**src/mecanum_drive_mixer_line_follow_macros.svh**
```systemverilog
// assertion macros shared by the mecanum mixer rtl
// no dependencies; included by files that carry assertions
`ifndef MECANUM_DRIVE_MIXER_LINE_FOLLOW_MACROS_SVH
`define MECANUM_DRIVE_MIXER_LINE_FOLLOW_MACROS_SVH

`ifndef NO_ASSERTIONS

// same-cycle implication
`define MDMLF_ASSERT_IMP(label, clk, rst_n, ante, cons) \
  label: assert property (@(posedge clk) disable iff (!rst_n) (ante) |-> (cons)) \
    else $error("mdmlf assertion failed");

// next-cycle implication
`define MDMLF_ASSERT_NXT(label, clk, rst_n, ante, cons) \
  label: assert property (@(posedge clk) disable iff (!rst_n) (ante) |=> (cons)) \
    else $error("mdmlf assertion failed");

`else

`define MDMLF_ASSERT_IMP(label, clk, rst_n, ante, cons)
`define MDMLF_ASSERT_NXT(label, clk, rst_n, ante, cons)

`endif

`endif

```
**src/mdmlf_pkg.sv**
```systemverilog
// types, codes and constants of the mecanum mixer with line following
// no dependencies
`timescale 1ns / 1ps

package mdmlf_pkg;

  localparam int unsigned DRIVE_LIMIT = 255;
  localparam int unsigned MAG_W       = 8;
  localparam int unsigned MAG_MAX     = (2 ** MAG_W) - 1;
  localparam int unsigned CMD_W       = 24;  // command width, signed q.8
  localparam int unsigned MIX_W       = 26;  // mixed wheel value, signed q.8
  localparam int unsigned FWD_W       = 19;  // stored forward command, q10.8
  localparam int unsigned CFG_IDX_W   = 3;
  localparam int unsigned CFG_DATA_W  = 12;
  localparam int unsigned RATE_ONE    = 256;

  typedef enum logic [1:0] {
    MODE_STICKS = 2'd0,
    MODE_RAMP   = 2'd1,
    MODE_FIXED  = 2'd2,
    MODE_SLIDE  = 2'd3
  } mode_e;

  typedef enum logic [CFG_IDX_W-1:0] {
    CFG_GAIN_LATERAL    = 3'd0,
    CFG_GAIN_ROTATE     = 3'd1,
    CFG_OFFSET_LATERAL  = 3'd2,
    CFG_OFFSET_ROTATE   = 3'd3,
    CFG_LINE_CENTER_SUM = 3'd4,
    CFG_LINE_LOST_CODE  = 3'd5,
    CFG_RAMP_RATE       = 3'd6
  } cfg_idx_e;

  localparam logic [11:0]       RST_GAIN_LATERAL    = 12'd230;
  localparam logic [11:0]       RST_GAIN_ROTATE     = 12'd205;
  localparam logic signed [7:0] RST_OFFSET_LATERAL  = -8'sd1;
  localparam logic signed [7:0] RST_OFFSET_ROTATE   = 8'sd5;
  localparam logic [8:0]        RST_LINE_CENTER_SUM = 9'd126;
  localparam logic [7:0]        RST_LINE_LOST_CODE  = 8'd21;
  localparam logic [8:0]        RST_RAMP_RATE       = 9'd26;

  // 64.0 in q.8
  localparam logic signed [FWD_W-1:0] FWD_CENTRE = 19'sd16384;

  typedef struct packed {
    logic [1:0]        mode;
    logic [7:0]        front_sensor;
    logic [7:0]        rear_sensor;
    logic [7:0]        stick_forward;
    logic [7:0]        stick_lateral;
    logic [7:0]        stick_rotate;
    logic signed [7:0] forward_offset;
    logic signed [7:0] lateral_offset;
    logic              stop_on_line_loss;
  } in_t;

  typedef struct packed {
    logic [7:0] rf_magnitude;
    logic       rf_reverse;
    logic [7:0] rr_magnitude;
    logic       rr_reverse;
    logic [7:0] lf_magnitude;
    logic       lf_reverse;
    logic [7:0] lr_magnitude;
    logic       lr_reverse;
  } out_t;

  typedef struct packed {
    logic [MAG_W-1:0] mag;
    logic             neg;
    logic             pos;
  } drive_t;

endpackage

```
**src/mdmlf_wheel_drive.sv**
```systemverilog
// one wheel: truncate a signed q.8 mix toward zero, saturate, split into level and sign
// depends on mdmlf_pkg
`timescale 1ns / 1ps

module mdmlf_wheel_drive #(
  parameter int unsigned DriveLimit = mdmlf_pkg::DRIVE_LIMIT
) (
  input  logic signed [mdmlf_pkg::MIX_W-1:0] mix_i,
  output mdmlf_pkg::drive_t                  drive_o
);
  import mdmlf_pkg::*;

  localparam int unsigned IntW = MIX_W - 8;
  localparam int unsigned Lim  = (DriveLimit < MAG_MAX) ? DriveLimit : MAG_MAX;
  localparam logic [IntW-1:0] LimV = IntW'(Lim);

  logic signed [MIX_W-1:0] adj;
  logic signed [IntW-1:0]  whole;
  logic [IntW-1:0]         absval;

  always_comb begin
    // bias negatives so the arithmetic shift truncates toward zero
    adj    = mix_i + (mix_i[MIX_W-1] ? MIX_W'(255) : MIX_W'(0));
    whole  = adj[MIX_W-1:8];
    absval = whole[IntW-1] ? IntW'(-whole) : IntW'(whole);
    drive_o.mag = (absval > LimV) ? MAG_W'(LimV) : MAG_W'(absval);
    drive_o.neg = whole[IntW-1];
    drive_o.pos = !whole[IntW-1] && (whole != '0);
  end

endmodule

```
**src/mecanum_drive_mixer_line_follow.sv**
```systemverilog
// top level of the mecanum wheel mixer with line following
// depends on mdmlf_pkg, mdmlf_wheel_drive and the assertion macro header
`timescale 1ns / 1ps

// usage
//  - in channel (in_valid_i / in_ready_o / in_data_i): one control tick per
//    transaction: mode, two line sensors, sticks and forward/lateral offsets
//  - out channel (out_valid_o / out_ready_i / out_data_o): one transaction per
//    tick with level and direction for the four wheels
//  - cfg channel (cfg_valid_i / cfg_ready_o / cfg_index_i / cfg_data_i):
//    register writes, always ready; index 7 is ignored; write only while idle
//  - a tick is registered in the input stage on accept and its result is
//    registered in the result stage once that stage is free
//  - throughput: one tick per cycle unless stalled; ramp feedback (forward
//    command, multiply by ramp rate, add) closes in the single compute stage
//  - stall: with the output register full and out_ready_i low, the input
//    register still takes one more tick, then in_ready_o drops until the
//    receiver takes a result
//  - reset: both stages empty, registers at their defaults, forward command
//    back to the 64.0 centre value
module mecanum_drive_mixer_line_follow #(
  parameter int unsigned DriveLimit = mdmlf_pkg::DRIVE_LIMIT
) (
  input  logic                                clk_i,
  input  logic                                rst_ni,
  input  logic                                in_valid_i,
  output logic                                in_ready_o,
  input  mdmlf_pkg::in_t                      in_data_i,
  output logic                                out_valid_o,
  input  logic                                out_ready_i,
  output mdmlf_pkg::out_t                     out_data_o,
  input  logic                                cfg_valid_i,
  output logic                                cfg_ready_o,
  input  logic [mdmlf_pkg::CFG_IDX_W-1:0]     cfg_index_i,
  input  logic [mdmlf_pkg::CFG_DATA_W-1:0]    cfg_data_i
);
  import mdmlf_pkg::*;

  `include "mecanum_drive_mixer_line_follow_macros.svh"

  localparam logic signed [CMD_W-1:0] CmdCentre = CMD_W'(64 * 256);
  localparam logic signed [MIX_W-1:0] Mix64     = MIX_W'(64 * 256);
  localparam logic signed [MIX_W-1:0] Mix192    = MIX_W'(192 * 256);

  // configuration registers
  logic [11:0]        gain_lateral_q;
  logic [11:0]        gain_rotate_q;
  logic signed [7:0]  offset_lateral_q;
  logic signed [7:0]  offset_rotate_q;
  logic [8:0]         line_center_sum_q;
  logic [7:0]         line_lost_code_q;
  logic [8:0]         ramp_rate_q;

  // pipeline state
  logic                    s1_valid_q;
  in_t                     s1_q;
  logic                    out_valid_q;
  out_t                    out_q;
  logic signed [FWD_W-1:0] forward_cmd_q;
  out_t                    out_d;
  logic signed [FWD_W-1:0] forward_cmd_d;

  logic out_free;
  logic advance;
  logic in_fire;

  assign cfg_ready_o = 1'b1;
  assign out_free    = !out_valid_q || out_ready_i;
  assign advance     = s1_valid_q && out_free;
  assign in_ready_o  = !s1_valid_q || out_free;
  assign in_fire     = in_valid_i && in_ready_o;
  assign out_valid_o = out_valid_q;
  assign out_data_o  = out_q;

  always_ff @(posedge clk_i or negedge rst_ni) begin
    if (!rst_ni) begin
      gain_lateral_q    <= RST_GAIN_LATERAL;
      gain_rotate_q     <= RST_GAIN_ROTATE;
      offset_lateral_q  <= RST_OFFSET_LATERAL;
      offset_rotate_q   <= RST_OFFSET_ROTATE;
      line_center_sum_q <= RST_LINE_CENTER_SUM;
      line_lost_code_q  <= RST_LINE_LOST_CODE;
      ramp_rate_q       <= RST_RAMP_RATE;
    end else if (cfg_valid_i) begin
      case (cfg_idx_e'(cfg_index_i))
        CFG_GAIN_LATERAL:    gain_lateral_q    <= cfg_data_i[11:0];
        CFG_GAIN_ROTATE:     gain_rotate_q     <= cfg_data_i[11:0];
        CFG_OFFSET_LATERAL:  offset_lateral_q  <= cfg_data_i[7:0];
        CFG_OFFSET_ROTATE:   offset_rotate_q   <= cfg_data_i[7:0];
        CFG_LINE_CENTER_SUM: line_center_sum_q <= cfg_data_i[8:0];
        CFG_LINE_LOST_CODE:  line_lost_code_q  <= cfg_data_i[7:0];
        CFG_RAMP_RATE:       ramp_rate_q       <= cfg_data_i[8:0];
        default: begin
        end
      endcase
    end
  end

  // input stage
  always_ff @(posedge clk_i or negedge rst_ni) begin
    if (!rst_ni) begin
      s1_valid_q <= 1'b0;
    end else if (in_fire) begin
      s1_valid_q <= 1'b1;
    end else if (advance) begin
      s1_valid_q <= 1'b0;
    end
  end

  always_ff @(posedge clk_i) begin
    if (in_fire) begin
      s1_q <= in_data_i;
    end
  end

  // command forming
  logic signed [9:0]        sens_diff;
  logic signed [10:0]       sens_err;
  logic signed [CMD_W-1:0]  lat_prod;
  logic signed [CMD_W-1:0]  rot_prod;
  logic signed [CMD_W-1:0]  lat_follow;
  logic signed [CMD_W-1:0]  rot_follow;
  logic signed [9:0]        fwd_count;
  logic signed [9:0]        lat_count;
  logic signed [CMD_W-1:0]  target;
  logic [8:0]               rate;
  logic signed [19:0]       ramp_diff;
  logic signed [29:0]       ramp_prod;
  logic signed [29:0]       ramp_round;
  logic signed [CMD_W-1:0]  fwd_ramp;
  logic                     line_lost;
  logic signed [CMD_W-1:0]  cmd_f;
  logic signed [CMD_W-1:0]  cmd_l;
  logic signed [CMD_W-1:0]  cmd_r;
  logic signed [MIX_W-1:0]  mix_f;
  logic signed [MIX_W-1:0]  mix_l;
  logic signed [MIX_W-1:0]  mix_r;
  logic signed [MIX_W-1:0]  mix_rf;
  logic signed [MIX_W-1:0]  mix_rr;
  logic signed [MIX_W-1:0]  mix_lf;
  logic signed [MIX_W-1:0]  mix_lr;

  always_comb begin
    sens_diff = $signed({2'b00, s1_q.front_sensor}) - $signed({2'b00, s1_q.rear_sensor});
    sens_err  = $signed({3'b000, s1_q.front_sensor}) + $signed({3'b000, s1_q.rear_sensor})
              - $signed({2'b00, line_center_sum_q}) - 11'(offset_rotate_q);
    lat_prod  = CMD_W'($signed({1'b0, gain_lateral_q})) * CMD_W'(sens_diff);
    rot_prod  = CMD_W'($signed({1'b0, gain_rotate_q})) * CMD_W'(sens_err);
    lat_follow = CmdCentre + lat_prod - CMD_W'($signed({offset_lateral_q, 8'b0}));
    rot_follow = CmdCentre + rot_prod;

    fwd_count = 10'sd64 + 10'(s1_q.forward_offset);
    lat_count = 10'sd64 + 10'(s1_q.lateral_offset);
    target    = CMD_W'($signed({fwd_count, 8'b0}));

    // ramp toward target, rate clipped to one, rounded half up
    rate       = (ramp_rate_q > 9'(RATE_ONE)) ? 9'(RATE_ONE) : ramp_rate_q;
    ramp_diff  = 20'(target) - 20'(forward_cmd_q);
    ramp_prod  = 30'(ramp_diff) * 30'($signed({1'b0, rate}));
    ramp_round = ramp_prod + 30'sd128;
    fwd_ramp   = CMD_W'(forward_cmd_q) + CMD_W'($signed(ramp_round[29:8]));

    case (mode_e'(s1_q.mode))
      MODE_STICKS: begin
        cmd_f = $signed({8'b0, s1_q.stick_forward, 8'b0});
        cmd_l = $signed({8'b0, s1_q.stick_lateral, 8'b0});
        cmd_r = $signed({8'b0, s1_q.stick_rotate, 8'b0});
      end
      MODE_RAMP: begin
        cmd_f = fwd_ramp;
        cmd_l = lat_follow;
        cmd_r = rot_follow;
      end
      MODE_FIXED: begin
        cmd_f = target;
        cmd_l = lat_follow;
        cmd_r = rot_follow;
      end
      MODE_SLIDE: begin
        cmd_f = CmdCentre;
        cmd_l = CMD_W'($signed({lat_count, 8'b0}));
        cmd_r = CmdCentre;
      end
      default: begin
        cmd_f = CmdCentre;
        cmd_l = CmdCentre;
        cmd_r = CmdCentre;
      end
    endcase

    // lost line with stop requested centres everything
    line_lost = s1_q.stop_on_line_loss &&
                ((s1_q.front_sensor == line_lost_code_q) ||
                 (s1_q.rear_sensor == line_lost_code_q));
    if (line_lost) begin
      cmd_f = CmdCentre;
      cmd_l = CmdCentre;
      cmd_r = CmdCentre;
    end
    forward_cmd_d = cmd_f[FWD_W-1:0];

    // wheel mixing, signs already folded in
    mix_f  = MIX_W'(cmd_f);
    mix_l  = MIX_W'(cmd_l);
    mix_r  = MIX_W'(cmd_r);
    mix_rf = Mix192 - mix_f - mix_l - mix_r;
    mix_rr = Mix64 - mix_f + mix_l - mix_r;
    mix_lf = mix_l + mix_r - mix_f - Mix64;
    mix_lr = Mix64 - mix_f - mix_l + mix_r;
  end

  drive_t drv_rf;
  drive_t drv_rr;
  drive_t drv_lf;
  drive_t drv_lr;

  mdmlf_wheel_drive #(.DriveLimit(DriveLimit)) u_drive_rf (.mix_i(mix_rf), .drive_o(drv_rf));
  mdmlf_wheel_drive #(.DriveLimit(DriveLimit)) u_drive_rr (.mix_i(mix_rr), .drive_o(drv_rr));
  mdmlf_wheel_drive #(.DriveLimit(DriveLimit)) u_drive_lf (.mix_i(mix_lf), .drive_o(drv_lf));
  mdmlf_wheel_drive #(.DriveLimit(DriveLimit)) u_drive_lr (.mix_i(mix_lr), .drive_o(drv_lr));

  // left wheels run with reversed direction polarity
  always_comb begin
    out_d.rf_magnitude = drv_rf.mag;
    out_d.rf_reverse   = drv_rf.neg;
    out_d.rr_magnitude = drv_rr.mag;
    out_d.rr_reverse   = drv_rr.neg;
    out_d.lf_magnitude = drv_lf.mag;
    out_d.lf_reverse   = drv_lf.pos;
    out_d.lr_magnitude = drv_lr.mag;
    out_d.lr_reverse   = drv_lr.pos;
  end

  // result stage and forward command state
  always_ff @(posedge clk_i or negedge rst_ni) begin
    if (!rst_ni) begin
      out_valid_q   <= 1'b0;
      forward_cmd_q <= FWD_CENTRE;
    end else if (advance) begin
      out_valid_q   <= 1'b1;
      forward_cmd_q <= forward_cmd_d;
    end else if (out_ready_i) begin
      out_valid_q   <= 1'b0;
    end
  end

  always_ff @(posedge clk_i) begin
    if (advance) begin
      out_q <= out_d;
    end
  end

  // checks
  `MDMLF_ASSERT_NXT(a_fwd_hold, clk_i, rst_ni, !advance, $stable(forward_cmd_q))
  `MDMLF_ASSERT_NXT(a_lost_centre, clk_i, rst_ni, advance && line_lost, forward_cmd_q == FWD_CENTRE)
  `MDMLF_ASSERT_NXT(a_fixed_target, clk_i, rst_ni, advance && !line_lost && (s1_q.mode == MODE_FIXED), forward_cmd_q == $past(target[FWD_W-1:0]))
  `MDMLF_ASSERT_NXT(a_result_loaded, clk_i, rst_ni, advance, out_valid_o)
  `MDMLF_ASSERT_IMP(a_stall_cause, clk_i, rst_ni, !in_ready_o, s1_valid_q && out_valid_q && !out_ready_i)

endmodule

```
**config.mk**
```make
export PLATFORM = sky130hd
export DESIGN_NAME = mecanum_drive_mixer_line_follow
export DESIGN_NICKNAME = d
export VERILOG_FILES = /design/src/mdmlf_pkg.sv /design/src/mdmlf_wheel_drive.sv /design/src/mecanum_drive_mixer_line_follow.sv
export VERILOG_INCLUDE_DIRS = /design/src /design/src/src
export SDC_FILE = /design/constraint.sdc
export NUM_CORES = 2
export LEC_CHECK = 0
export ABC_AREA = 1
export BUFFER_PORTS_ARGS = -buffer_cell sky130_fd_sc_hd__buf_2
export CELL_PAD_IN_SITES_DETAIL_PLACEMENT = 1
export CELL_PAD_IN_SITES_GLOBAL_PLACEMENT = 2
export CORE_ASPECT_RATIO = 1.25
export CORE_UTILIZATION = 35
export DETAILED_ROUTE_END_ITERATION = 10
export PLACE_DENSITY_LB_ADDON = 0.3
export SETUP_SLACK_MARGIN = 0.15
export SYNTH_ARGS = -nofsm -noshare
export SYNTH_HDL_FRONTEND = slang
export SYNTH_SLANG_ARGS = --single-unit
```
**constraint.sdc**
```tcl
create_clock -name clk_i -period 12.8 [get_ports clk_i]
set_input_delay 3.84 -clock clk_i [delete_from_list [all_inputs] [get_ports clk_i]]
set_output_delay 3.84 -clock clk_i [all_outputs]
set_load 0.05 [all_outputs]
```
==> results by group <==
Worst setup path
  – Worst r2r path cells: 79
  – CP max stage cell: fa_2
  – CP dominant cell by count: buf_4
  – Capture point of the critical path: out_data_o[30]$_SDFFCE_PN1P_
  – CP max stage delay: 0.62 ns
  – CP startpoint: s1_q[9]$_DFFE_PP_
  – CP Class: reg -> reg
  – CP endpoint kind: flop
  – Worst Path Required: 13.09 ns
  – FF-to-FF End: out_data_o[30]$_SDFFCE_PN1P_
  – Worst Setup Start Kind: flop
  – Flop2flop setup slack: -0.28 ns
  – Reg2reg start: s1_q[9]$_DFFE_PP_
  – Worst Path Arrival: 13.37 ns
  – CP max FO: 8

Place
  – Post-DP HPWL: 138400 um
  – Final GP Congestion: 0.9638
  – Placed cells: 8226
  – Port Buffers: 116

Detailed routing
  – Via count: 42321
  – WL final: 165400 um
  – Vias/cell: 5.017
  – WL/cell: 19.61 um
  – Antenna Nets Post-Route: 0
  – Drt first pass iters: 5
  – Residual DRC: 0
  – Initial DRC count: 1832

Cells and area
  – Layout cells sized above 1: 31.13%
  – Area growth syn-to-layout: 38.67%
  – Multi-input gate area: 0.03381 sq mm
  – Reg area: 0.005071 sq mm
  – Final-layout fill cell count: 14135
  – Non-filler cells, final: 8436
  – Post-layout net count: 7942

Floorplan
  – Core area: 0.1134 sq mm
  – FP Rows: 138
  – Die width: 305.0 um
  – I/O pins: 118
  – Die area: 0.1161 sq mm
  – Die Height: 380.7 um
  – Initial Util: 35.40%

Synth
  – Post-Synth XOR/XNOR Area: 3.991%
  – Syn_nets: 6653
  – Synth area leaders: fa_1 22%, ha_1 15%, nand2_1 14%
  – Compound-Gate Fraction of Synth Area: 8.125%
  – Synthesized area: 0.04016 sq mm
  – Synth cell count leaders: 1466 x nand2_1, 1121 x inv_1, 542 x nor2_1
  – Area leader, netlist: fa_1
  – Post-Synth Adder-Cell Area: 36.51%
  – Count of different cell masters after synthesis: 64
  – Number of enable flip-flop cells after synthesis: 95
  – Synth Area in Simple Gates: 27.24%
  – Ys flop type: edfxtp_1
  – Avg Cell Area, Syn: 7.092 sq um
  – Synth top area share: 21.68%
  – Synth warn: 0
  – Largest family of logic cells by synthesized area: adder cells
  – Multiplexer area fraction after synthesis: 0%
  – Sequential-to-total area share from yosys stat: 12.63%
  – Async SR Flop Fraction: 47.80%
  – Most frequent cell after synthesis: nand2_1
  – #FFs+latches synth: 182
  – Post-Synthesis Cells: 5663

Clock network
  – Worst skew pair latency: 0.56 ns
  – Maximum buffer depth of the clock tree: 2
  – CTS tree: built
  – Clock Root Buffer: clkbuf_16
  – Clock sink total: 182
  – CTS buffer count: 17
  – Clock slew at reported path FFs: 0.10 ns
  – CTS H-tree depth: 4
  – Hold-fix buffers at CTS: 0

STA
  – Min Tclk post-route: 13.08 ns
  – Skew final: 0.02708 ns
  – Fin Hold WS: 0.4952 ns
  – Final setup vio count: 25
  – Fin crit share: 102.2%
  – Slew Limit Fails: 0
  – Rel. slew slack: 34.63%
  – Final worst setup slack: -0.2806 ns
  – Fin. Hold Viols: 0
  – Worst Tran Pin Value: 0.9763 ns
  – RSZ-0062 raised after global routing: true
  – Fmax: 76.45 MHz
  – Setup TNS: -4.468 ns

Global routing
  – Tot GR Track Use: 28.44%
  – Vias in the first global route: 46591
  – Largest net degree at the start of global routing: 52
  – First-pass GRT wire length: 256300 um
  – Initial antenna violation count: 3
  – Gr ovfl total: 0

Status
  – Failing checks: setup timing
  – Run status: complete, but fails checks

Worst hold path
  – Hold Path Class: reg -> reg
  – Worst min-delay path startpoint: line_center_sum_q[8]$_DFFE_PN0P_

Job
  – MaxCap Viol Count: 0
## how the worst min path moves through the flow
| stage | to | slack (ns) | cells after the start |
|---|---|---|---|
| floorplan | line_center_sum_q[8]$_DFFE_PN0P_ | 0.45 | 2 |
| global placement | offset_rotate_q[3]$_DFFE_PN0P_ | 0.47 | 2 |
| detailed placement | line_center_sum_q[8]$_DFFE_PN0P_ | 0.47 | 2 |
| CTS | line_center_sum_q[8]$_DFFE_PN0P_ | 0.50 | 2 |
| global route | line_center_sum_q[8]$_DFFE_PN0P_ | 0.51 | 2 |
| finish | line_center_sum_q[8]$_DFFE_PN0P_ | 0.50 | 2 |
## state kept, by name (all words and copies together), names as in the netlist
name	flops
forward_cmd_q	19
gain_lateral_q	12
gain_rotate_q	12
line_center_sum_q	9
line_lost_code_q	8
offset_lateral_q	8
offset_rotate_q	8
out_data_o	36
out_valid_o	1
ramp_rate_q	9
s1_q	59
s1_valid_q	1
## critical path: cells and delay by family (launching register included)
family	cells	cell delay [ns]
buffers and inverters	22	2.27
and+or+nand+nor	31	3.12
DFF	1	0.45
xor gates and xnor gates	2	0.28
adders and majority gates	13	5.14
AOI/OAI and AO/OA	11	1.52
## per-stage QoR
stage	instance area (sq um)	utilization [%]	setup WS [ns]
floorplan	40170	-	0.1619
global placement	50180	44.24	-1.116
detailed placement	50180	44.24	-1.386
CTS	54000	47.60	-0.05514
global route	55690	49.10	-0.9530
finish	55690	49.10	-0.2806
## layer usage
layer	global-route usage, %	share of wire, %	wire, um	vias up
met2	52.46	52	86220	803
met4	13.59	5.0	8341	4
met5	0	0.015	25	-
met3	2.926	3.3	5499	340
met1	32.51	39	65320	21005
li1	-	-	-	20169
## final cells by class
class	instances	area share [%]
well taps	1470	3.302
diodes	1	0.004493
clock buffers	17	0.7638
clock inverters	15	0.3527
multi-input cells	4259	60.70
inverters	1160	7.858
repair buffers	1332	17.91
flip-flops and latches	182	9.105
## logic make-up after synthesis
group | after synthesis
buffers and inverters | 1224
AND/OR/NAND/NOR | 2585
flip-flops | 182
other | 1
adder cells (fa/ha/maj) | 911
XOR/XNOR | 174
AO/OA/AOI/OAI | 586
## timing repair
action / 4_1_cts / 5_1_grt
gates cloned: 2 / 0
buffers inserted: 109 / 66
resized for setup: 518 / 273
setup endpoints to repair: 36 / 36
pin swaps: 291 / 209
## placed cells by master (no fill, tap or decap), types with 21 or more instances in the layout
cell type	n
a21oi_1	182
a21oi_2	59
buf_2	115
buf_4	1172
buf_6	34
dfrtp_1	54
dfstp_2	33
edfxtp_1	95
fa_1	414
fa_2	21
ha_1	377
ha_4	89
inv_1	1072
inv_2	72
nand2_1	1330
nand2_2	138
nand2_4	23
nand3_1	226
nand3_2	72
nand3b_1	28
nand4_1	82
nor2_1	453
nor2_2	84
nor2_4	38
nor3_1	32
o21ai_0	161
o21ai_1	40
or2_2	25
xnor2_1	50
xor2_1	95
xor2_2	23
Power is left out: the tool's default activity adds up to more than one toggle a clock period on the data nets, which glitch-free logic cannot reach.
